## src/hw/rtl/cdnq_pkg.sv

```systemverilog
`timescale 1ns / 1ps
// ----------------------------------------------------------------------------
// cdnq_pkg: shared types and constants for the deadline notification queue
// Sizes, command codes, the queue cell entry and control/status bundles.
// ----------------------------------------------------------------------------
package cdnq_pkg;

  localparam int CLIENTS   = 16;
  localparam int TIME_BITS = 48;
  localparam int IDX_W     = (CLIENTS > 1) ? $clog2(CLIENTS) : 1;

  localparam logic [TIME_BITS-1:0] TMAX = '1;

  typedef enum logic [1:0] {
    FUNC_RESET_ADD = 2'd0,
    FUNC_ADD       = 2'd1,
    FUNC_RESET     = 2'd2,
    FUNC_TICK      = 2'd3
  } func_t;

  typedef enum logic [1:0] {
    S_IDLE,
    S_REMOVE,
    S_INSERT,
    S_DRAIN
  } state_t;

  typedef enum logic [2:0] {
    CELL_HOLD,
    CELL_UPDATE,
    CELL_REMOVE,
    CELL_INSERT,
    CELL_POP
  } cell_op_t;

  typedef struct packed {
    logic                 valid;
    logic [IDX_W-1:0]     id;
    logic [TIME_BITS-1:0] dl;
  } entry_t;

  typedef struct packed {
    cell_op_t             op;
    logic [IDX_W-1:0]     id;
    logic [TIME_BITS-1:0] key;
  } cell_ctrl_t;

  typedef struct packed {
    logic             head_le;
    logic             next_le;
    logic [IDX_W-1:0] head_id;
    logic             full;
  } chain_stat_t;

  // queue index to 4-bit client number
  function automatic logic [3:0] to_client(logic [IDX_W-1:0] id);
    logic [63:0] w;
    w = 64'(id);
    return w[3:0];
  endfunction

endpackage

```

## src/hw/rtl/cdnq_cell.sv

```systemverilog
`timescale 1ns / 1ps
// ----------------------------------------------------------------------------
// cdnq_cell: one slot of the ordered queue
// Holds a client id and its deadline; shifts with its neighbors on
// remove, insert and pop, and compares its deadline against a broadcast key.
// ----------------------------------------------------------------------------
module cdnq_cell (
  input  logic                clk,
  input  logic                rst_n,
  input  cdnq_pkg::cell_ctrl_t ctrl_i,
  input  cdnq_pkg::entry_t    prev_i,
  input  cdnq_pkg::entry_t    next_i,
  input  logic                prev_le_i,
  input  logic                hit_i,
  input  logic                le_tail_i,
  output cdnq_pkg::entry_t    entry_o,
  output logic                le_o,
  output logic                hit_o,
  output logic                le_tail_o
);
  import cdnq_pkg::*;

  entry_t e_r, e_nxt;
  logic   match;

  assign entry_o   = e_r;
  assign match     = e_r.valid && (e_r.id == ctrl_i.id);
  assign le_o      = e_r.valid && (e_r.dl <= ctrl_i.key);
  assign hit_o     = hit_i || match;
  assign le_tail_o = le_tail_i || le_o;

  always_comb begin
    e_nxt = e_r;
    case (ctrl_i.op)
      CELL_UPDATE: begin
        if (match) e_nxt.dl = ctrl_i.key;
      end
      CELL_REMOVE: begin
        // everything from the matching slot on moves one toward the head
        if (hit_i || match) e_nxt = next_i;
      end
      CELL_INSERT: begin
        if (le_tail_i || le_o) begin
          e_nxt = e_r;
        end else if (prev_le_i) begin
          e_nxt.valid = 1'b1;
          e_nxt.id    = ctrl_i.id;
          e_nxt.dl    = ctrl_i.key;
        end else begin
          e_nxt = prev_i;
        end
      end
      CELL_POP: begin
        e_nxt = next_i;
      end
      default: begin
        e_nxt = e_r;
      end
    endcase
  end

  // only the valid bit is reset; id and deadline are don't-care while empty
  always_ff @(posedge clk) begin
    if (!rst_n) begin
      e_r.valid <= 1'b0;
    end else begin
      e_r.valid <= e_nxt.valid;
    end
    e_r.id <= e_nxt.id;
    e_r.dl <= e_nxt.dl;
  end

endmodule

```

## src/hw/rtl/cdnq_chain.sv

```systemverilog
`timescale 1ns / 1ps
// ----------------------------------------------------------------------------
// cdnq_chain: row of queue cells
// Wires neighbor links and the two ripple chains (match from head, compare
// from tail), and reports head status to the controller.
// ----------------------------------------------------------------------------
module cdnq_chain (
  input  logic                  clk,
  input  logic                  rst_n,
  input  cdnq_pkg::cell_ctrl_t  ctrl_i,
  output cdnq_pkg::chain_stat_t stat_o
);
  import cdnq_pkg::*;

  entry_t ent [CLIENTS];
  logic   le  [CLIENTS];
  logic   hit [CLIENTS+1];
  logic   tl  [CLIENTS+1];

  assign hit[0]       = 1'b0;
  assign tl[CLIENTS]  = 1'b0;

  for (genvar i = 0; i < CLIENTS; i++) begin : g_cell
    entry_t prev_e, next_e;
    logic   prev_le;

    if (i == 0) begin : g_head
      assign prev_e  = '0;
      assign prev_le = 1'b1;
    end else begin : g_body
      assign prev_e  = ent[i-1];
      assign prev_le = le[i-1];
    end

    if (i == CLIENTS - 1) begin : g_tail
      assign next_e = '0;
    end else begin : g_mid
      assign next_e = ent[i+1];
    end

    cdnq_cell u_cell (
      .clk       (clk),
      .rst_n     (rst_n),
      .ctrl_i    (ctrl_i),
      .prev_i    (prev_e),
      .next_i    (next_e),
      .prev_le_i (prev_le),
      .hit_i     (hit[i]),
      .le_tail_i (tl[i+1]),
      .entry_o   (ent[i]),
      .le_o      (le[i]),
      .hit_o     (hit[i+1]),
      .le_tail_o (tl[i])
    );
  end

  assign stat_o.head_le = le[0];
  assign stat_o.head_id = ent[0].id;
  assign stat_o.full    = ent[CLIENTS-1].valid;

  if (CLIENTS > 1) begin : g_next
    assign stat_o.next_le = le[1];
  end else begin : g_nonext
    assign stat_o.next_le = 1'b0;
  end

endmodule

```

## src/hw/rtl/client_deadline_notification_queue.sv

```systemverilog
`timescale 1ns / 1ps
// ----------------------------------------------------------------------------
// client_deadline_notification_queue: per-client deadline timer with queue
// Keeps a millisecond clock, per-client deadlines and a deadline-ordered
// queue of pending clients, and notifies clients whose deadline has passed.
// ----------------------------------------------------------------------------
// Usage:
//   Input beats (in_valid/in_stall) carry a command: func, client, delay_ms.
//   Reset-then-add and add compute the client's new saturating deadline and
//   move the client to its sorted place in the queue (after equal deadlines).
//   Reset only rewrites the deadline of a known client; the queue is left as
//   it is. Tick advances the clock by 1 ms and drains the queue head.
//   Output beats (out_valid/out_stall) carry one notified client each; the
//   final beat caused by a tick has out_last_flag set.
// Sequencing:
//   Add commands run in three steps: accept, remove sweep and insert sweep
//   over the cell row. Reset and ignored commands finish in the accept cycle.
//   A tick enters the drain, which pops one notified client per cycle at the
//   head cell while the output register is free, pausing while out_stall holds a beat.
//   One command is worked on at a time; in_stall is high while busy.
// Reset:
//   Clock, queue and known marks clear; no clearing pass is needed.
// Stall:
//   A held output beat stays put; the drain pauses until it is taken.
// ----------------------------------------------------------------------------
module client_deadline_notification_queue (
  input  logic        clk,
  input  logic        rst_n,
  input  logic        in_valid,
  output logic        in_stall,
  input  logic [1:0]  in_func,
  input  logic [3:0]  in_client,
  input  logic [31:0] in_delay_ms,
  output logic        out_valid,
  input  logic        out_stall,
  output logic [3:0]  out_notified_client,
  output logic        out_last_flag
);
  import cdnq_pkg::*;

  // control state
  state_t               state_r, state_nxt;
  logic [TIME_BITS-1:0] now_r;
  logic [CLIENTS-1:0]   known_r;
  logic                 out_valid_r;

  // payload
  logic [TIME_BITS-1:0] deadline_r [CLIENTS];
  logic [TIME_BITS-1:0] key_r;
  logic [IDX_W-1:0]     client_r;
  logic [3:0]           out_client_r;
  logic                 out_last_r;

  // decode of the incoming beat
  func_t                func;
  logic                 accept;
  logic                 in_range;
  logic [63:0]          client_w;
  logic [IDX_W-1:0]     idx;
  logic                 is_add;
  logic [TIME_BITS-1:0] base_dl;
  logic [TIME_BITS:0]   sum_dl;
  logic [TIME_BITS-1:0] new_dl;

  cell_ctrl_t           ctrl;
  chain_stat_t          stat;
  logic                 out_free;
  logic                 pop;

  assign func     = func_t'(in_func);
  assign accept   = in_valid && !in_stall;
  assign client_w = 64'(in_client);
  assign in_range = client_w < 64'(CLIENTS);
  assign idx      = client_w[IDX_W-1:0];
  assign is_add   = (func == FUNC_RESET_ADD) || (func == FUNC_ADD);

  // base is now for a fresh client or reset-add, else the stored deadline
  assign base_dl = (known_r[idx] && (func == FUNC_ADD)) ? deadline_r[idx] : now_r;
  assign sum_dl  = {1'b0, base_dl} + (TIME_BITS+1)'(in_delay_ms);
  assign new_dl  = sum_dl[TIME_BITS] ? TMAX : sum_dl[TIME_BITS-1:0];

  assign in_stall = (state_r != S_IDLE);

  assign out_free = !out_valid_r || !out_stall;
  assign pop      = (state_r == S_DRAIN) && stat.head_le && out_free;

  // next state
  always_comb begin
    state_nxt = state_r;
    case (state_r)
      S_IDLE: begin
        if (accept) begin
          if (func == FUNC_TICK)          state_nxt = S_DRAIN;
          else if (is_add && in_range)    state_nxt = S_REMOVE;
        end
      end
      S_REMOVE: state_nxt = S_INSERT;
      S_INSERT: state_nxt = S_IDLE;
      S_DRAIN: begin
        if (!stat.head_le) state_nxt = S_IDLE;
      end
      default: state_nxt = S_IDLE;
    endcase
  end

  // cell row control
  always_comb begin
    ctrl.op  = CELL_HOLD;
    ctrl.id  = client_r;
    ctrl.key = now_r;
    case (state_r)
      S_IDLE: begin
        ctrl.id = idx;
        if (accept && (func == FUNC_RESET) && in_range && known_r[idx]) begin
          ctrl.op = CELL_UPDATE;
        end
      end
      S_REMOVE: ctrl.op = CELL_REMOVE;
      S_INSERT: begin
        ctrl.key = key_r;
        if (!stat.full) ctrl.op = CELL_INSERT;
      end
      S_DRAIN: begin
        if (pop) ctrl.op = CELL_POP;
      end
      default: ctrl.op = CELL_HOLD;
    endcase
  end

  cdnq_chain u_chain (
    .clk    (clk),
    .rst_n  (rst_n),
    .ctrl_i (ctrl),
    .stat_o (stat)
  );

  always_ff @(posedge clk) begin
    if (!rst_n) begin
      state_r     <= S_IDLE;
      now_r       <= '0;
      known_r     <= '0;
      out_valid_r <= 1'b0;
    end else begin
      state_r <= state_nxt;
      if (accept && (func == FUNC_TICK) && (now_r != TMAX)) begin
        now_r <= now_r + 1'b1;
      end
      if (accept && is_add && in_range) begin
        known_r[idx] <= 1'b1;
      end
      if (pop)           out_valid_r <= 1'b1;
      else if (!out_stall) out_valid_r <= 1'b0;
    end
  end

  always_ff @(posedge clk) begin
    if (accept && in_range) begin
      if (is_add) begin
        deadline_r[idx] <= new_dl;
      end else if ((func == FUNC_RESET) && known_r[idx]) begin
        deadline_r[idx] <= now_r;
      end
    end
    if (accept && is_add) begin
      key_r    <= new_dl;
      client_r <= idx;
    end
    if (pop) begin
      out_client_r <= to_client(stat.head_id);
      out_last_r   <= !stat.next_le;
    end
  end

  assign out_valid           = out_valid_r;
  assign out_notified_client = out_client_r;
  assign out_last_flag       = out_last_r;

endmodule

```

## config.mk

```make
export PLATFORM = sky130hd
export DESIGN_NAME = client_deadline_notification_queue
export DESIGN_NICKNAME = d
export VERILOG_FILES = /design/src/hw/rtl/cdnq_pkg.sv /design/src/hw/rtl/cdnq_cell.sv /design/src/hw/rtl/cdnq_chain.sv /design/src/hw/rtl/client_deadline_notification_queue.sv
export SDC_FILE = /design/constraint.sdc
export NUM_CORES = 2
export LEC_CHECK = 0
export BUFFER_PORTS_ARGS = -buffer_cell sky130_fd_sc_hd__buf_4
export CAP_MARGIN = 30
export CORE_MARGIN = 10
export CORE_UTILIZATION = 40
export CTS_CLUSTER_DIAMETER = 40
export DETAILED_ROUTE_END_ITERATION = 8
export PLACE_DENSITY = 0.54
export SETUP_SLACK_MARGIN = 0.5
export SYNTH_ARGS = -nofsm -noshare
export SYNTH_HDL_FRONTEND = slang
export SYNTH_HIERARCHICAL = 1
export SYNTH_SLANG_ARGS = --single-unit
```

## constraint.sdc

```tcl
create_clock -name clk -period 12.15 [get_ports clk]
set_input_delay 1.8225 -clock clk [delete_from_list [all_inputs] [get_ports clk]]
set_output_delay 1.8225 -clock clk [all_outputs]
set_load 0.1 [all_outputs]
```

Word-level counts from Yosys, hierarchy flattened --
Memory sizes are Yosys's and may differ from the RTL's. Index checks and enable logic that the tools add are counted.
Cells by class: reduce and logical (&&, ||, !) cells 121, equal/unequal tests 79, muxes and demuxes 122, add/sub/neg operators 2, magnitude comparators 19, bitwise gates (word level) 2
Operators with widths (number):
- 48-bit case mux with 4 select lines | 16
- 53-bit 2-to-1 mux | 47
- 48-bit 2-to-1 mux | 20
- 48-bit less-or-equal comparator | 16
- 5-bit case mux with 3 select lines | 16
- 2-bit inequality test (second input constant) | 50
- 4-bit equality test | 16
- 4-bit AND reduction | 16
- 3-bit AND reduction | 17
- 48-bit by 32-bit adder with 49-bit output | 1
- 48-bit by 1-bit adder with 48-bit output (second input constant) | 1
- 48-bit inequality test (second input constant) | 1
- 1-bit logical AND | 47
- 1-bit logical OR | 32
- 16-bit OR | 1
- 1-bit 2-to-1 mux | 12
- 3-bit case mux with 4 select lines | 1
- 4-bit by 5-bit < comparator with 1-bit output (second input constant) | 2
- 2-bit 2-to-1 mux | 5
- 2-bit equality test (second input constant) | 4
- 2-bit case mux with 4 select lines | 1
- 3-bit by 2-bit equality test with 1-bit output (second input constant) | 2
- 1-bit binary-select mux with 4-bit select | 1
- 1-bit demux with 4-bit select | 1
- other kinds (14) | 19
Word-level totals: memory bits (writable) 768, memories 1, logic and storage cells 402, flip-flop bits (word level) 972
Memories:
- deadline_r | words 16, width 48, rd ports 1, clocked after memory_dff 0, write ports 1, RTL line client_deadline_notification_queue.sv:48 | logic [TIME_BITS-1:0] deadline_r [CLIENTS];

Depth between registers and ports, before layout --
depth after elaboration 21, gate-level depth with buffers 33, mapped depth without buffers 32

Modules after synthesis --
Netlist, hierarchy kept.
By module, submodules not included:
- cdnq_cell | times used 16, cells an instance 427, sequential area each 1581.5 um^2, area each 3891.2 um^2
- client_deadline_notification_queue | times used 1, cells an instance 2286, sequential area each 26115.0 um^2, area each 38003.9 um^2
- cdnq_chain | times used 1, cells an instance 4, sequential area each 0.0 um^2, area each 22.5 um^2

Least setup slack after synthesis --
Ideal clock, no wire load.
path kind input to register, start input in_client[3], end register u_chain.g_cell[0].u_cell.e_r, in the netlist u_chain/g_cell[0].u_cell/entry_o[0], enable pin, setup time 0.586 ns, path buffers 3, cell stages on the path 9, arrival time 10.710 ns, setup slack 0.854 ns, required time 11.564 ns, path through buf_2 > inv_1 > buf_1 > buf_1 > o21ai_0 > xnor2_1 > nand3_1 > or2_2 > o41ai_1
RTL lines:
- start: declaration | RTL line client_deadline_notification_queue.sv:32 | input logic [3:0] in_client,
- end: declaration | RTL line cdnq_cell.sv:23 | entry_t e_r, e_nxt;

==> out/summary.txt <==
Reg2Reg Depth: 34
Port buffer count: 48
Max-slew violations: 50
Reg-to-reg setup timing slack: 3480 ps
Antenna Violating Nets Remaining: 0
DIE AREA: 271000 um2
Area occupied by multi-input gates: 44900 um2
Starting density of the core: 40.2%
Mapped cell area: 100000 um2
P_leak: 0.0446 uW
Max Root-Sink Buffers: 4
Sequential cell area: 51400 um2
Pin count of the biggest net entering global routing: 123
Clock Tree Root: clkbuf_16
Rel. slew slack: -208%
Endpoints failing hold: 0
CTS buffer count: 339
Cells after synthesis: 9119
Count of final setup violators: 0
Pre-Repair DR Iteration Count: 6
Post-route DRC: 0
Critical Path AT: 9170 ps
Clk Latency, worst-skew pair: 980 ps
Largest stage delay on the critical path: 700 ps
Setup TNS: 0 ps
CTS tree: done
Synthesis Warnings: 6
Core ar.: 249000 um2
# IOs: 49
Final Skew: 110 ps
GRT Residual Overflow: 0
Layout cells sized above 1: 13.6%
Max cap viols: 0
Final worst path period share: 71.4%
Worst r2r src: state_r[1]$_SDFFE_PN0P_
Area growth from synthesis to layout: 17.1%
Clock sink count: 1740
Status: finished with violations
Layout Nets: 10300
Failing checks: slew limit
Post-CTS sizing: 0
CTS HTree Levels: 5
Post-DP HPWL: 224 mm
Rows: 183
Syn avg cell area: 11.0 um2
First-pass GRT wire length: 474 mm
GP Congestion: 0.908
Power per standard cell area: 156 nW/um2
Achievable Freq: 0.115 GHz
Max FO, Critical Path: 48
Vias in the first global route: 72800
DRC marker count from the first detailed-route iteration: 7103
Critical path capture point type: flop
Die W: 521 um
Worst setup endpoint: u_chain/g_cell[0].u_cell/entry_o[43]$_DFFE_PP_
Critical path type: reg -> reg
CTS clk-pin slew, worst paths: 50 ps
Critical path's slowest cell: nor4_2
Tot Pwr: 18300 uW
Worst-margin pin slew: 4610 ps
Peak supply drop: 0.144 mV
DR WL/cell: 24.3 um
Vias: 74200
Final WL: 317 mm
Tmin final: 8670 ps
RR Endpoint: u_chain/g_cell[0].u_cell/entry_o[43]$_DFFE_PP_
RSZ-0062 raised after global routing: no
Die Ht: 521 um
Startpoint types: flop
# hold bufs at CTS: 0
Most used cell, CP: a21o_1
Initial antenna violation count: 5
Critical path launch point: state_r[1]$_SDFFE_PN0P_
All-Layer GR Usage: 22.6%
CP Data Required Time: 12650 ps
Worst Hold Class: reg -> reg
Fillcell total: 22400
Post-CTS setup buffers: 0
Vias/cell: 5.70
==> power by group <==
group,switching [uW],internal [uW]
registers,192,6850
clock network,3250,6200
logic,1170,628
==> flip-flops by register name, summed over array words and instances, names as in the netlist <==
signal,flops
deadline_r,768
key_r,48
client_r,4
state_r,2
known_r,16
now_r,48
out_last_flag,1
u_chain/g_cell.u_cell/entry_o,848
out_notified_client,4
out_valid,1
==> critical path, delay by kind of cell, from the launching register on <==
family	cells	cell delay (ps)
DFF	1	400
adders and majority gates	1	310
and+or+nand+nor	8	1980
buffers and inverters	6	1790
AOI/OAI and AO/OA	19	3610
==> per-layer routing <==
metal,up-vias,GRT usage (%),part of all wire (%)
li1,34200,-,-
met1,36700,29.4,41
met2,2743,38.2,48
met3,598,3.24,6.4
met4,0,8.72,4.1
met5,-,0,0
==> cell usage in the layout, fill, tap and decap left out, types with 27 or more instances in the layout <==
cell type / n
a21boi_0: 29
a21o_1: 66
a21oi_1: 366
a21oi_2: 33
a22oi_1: 786
a31oi_1: 34
and2_1: 64
buf_4: 258
bufinv_16: 45
clkbuf_1: 34
clkbuf_16: 346
clkinv_1: 28
clkinv_2: 46
clkinvlp_4: 35
conb_1: 112
dfxtp_1: 83
edfxtp_1: 1657
ha_1: 804
inv_1: 887
inv_6: 31
mux2i_1: 94
mux4_2: 230
nand2_1: 2111
nand2b_1: 38
nand3_1: 140
nand4_1: 210
nor2_1: 111
nor2_4: 64
nor2b_1: 54
nor3_1: 62
o21ai_0: 144
or3_1: 27
xnor2_1: 127
xor2_1: 28
==> through the flow <==
stage | area (um2) | worst slack, ps | util, % | instances | hold WS (ps)
final | 117000 | 3480 | 47.2 | 13000 | 466
after global routing | 117000 | 3050 | 47.1 | 13000 | 484
after CTS | 117000 | 3510 | 47.1 | 13000 | 465
after detailed placement | 106000 | 3330 | 42.5 | 12400 | 453
after global placement | 106000 | 3400 | 42.4 | 12400 | 447
after floorplan | 101000 | 854 | - | 9229 | 435
==> final cells by class <==
| type | instances | area share [%] |
|---|---|---|
| multi-input combinational | 6183 | 38.2 |
| clock buffer | 385 | 7.54 |
| tap | 3330 | 3.55 |
| inverter | 907 | 2.90 |
| antenna | 2 | 0.00426 |
| timing repair buffer | 272 | 1.86 |
| clock inverter | 216 | 2.17 |
| sequential | 1740 | 43.8 |
==> worst min-delay path by stage <==
stage / slack [ps] / cells past startpoint / start / end
floorplan: 440 / 1 / known_r[3]$_SDFFE_PN0P_ / known_r[3]$_SDFFE_PN0P_
detailed placement: 450 / 1 / known_r[7]$_SDFFE_PN0P_ / known_r[7]$_SDFFE_PN0P_
CTS: 470 / 1 / known_r[7]$_SDFFE_PN0P_ / known_r[7]$_SDFFE_PN0P_
finish: 470 / 1 / known_r[7]$_SDFFE_PN0P_ / known_r[7]$_SDFFE_PN0P_
global placement: 450 / 1 / known_r[7]$_SDFFE_PN0P_ / known_r[7]$_SDFFE_PN0P_
global route: 480 / 1 / known_r[7]$_SDFFE_PN0P_ / known_r[7]$_SDFFE_PN0P_
(Power assumes the default switching activity.)
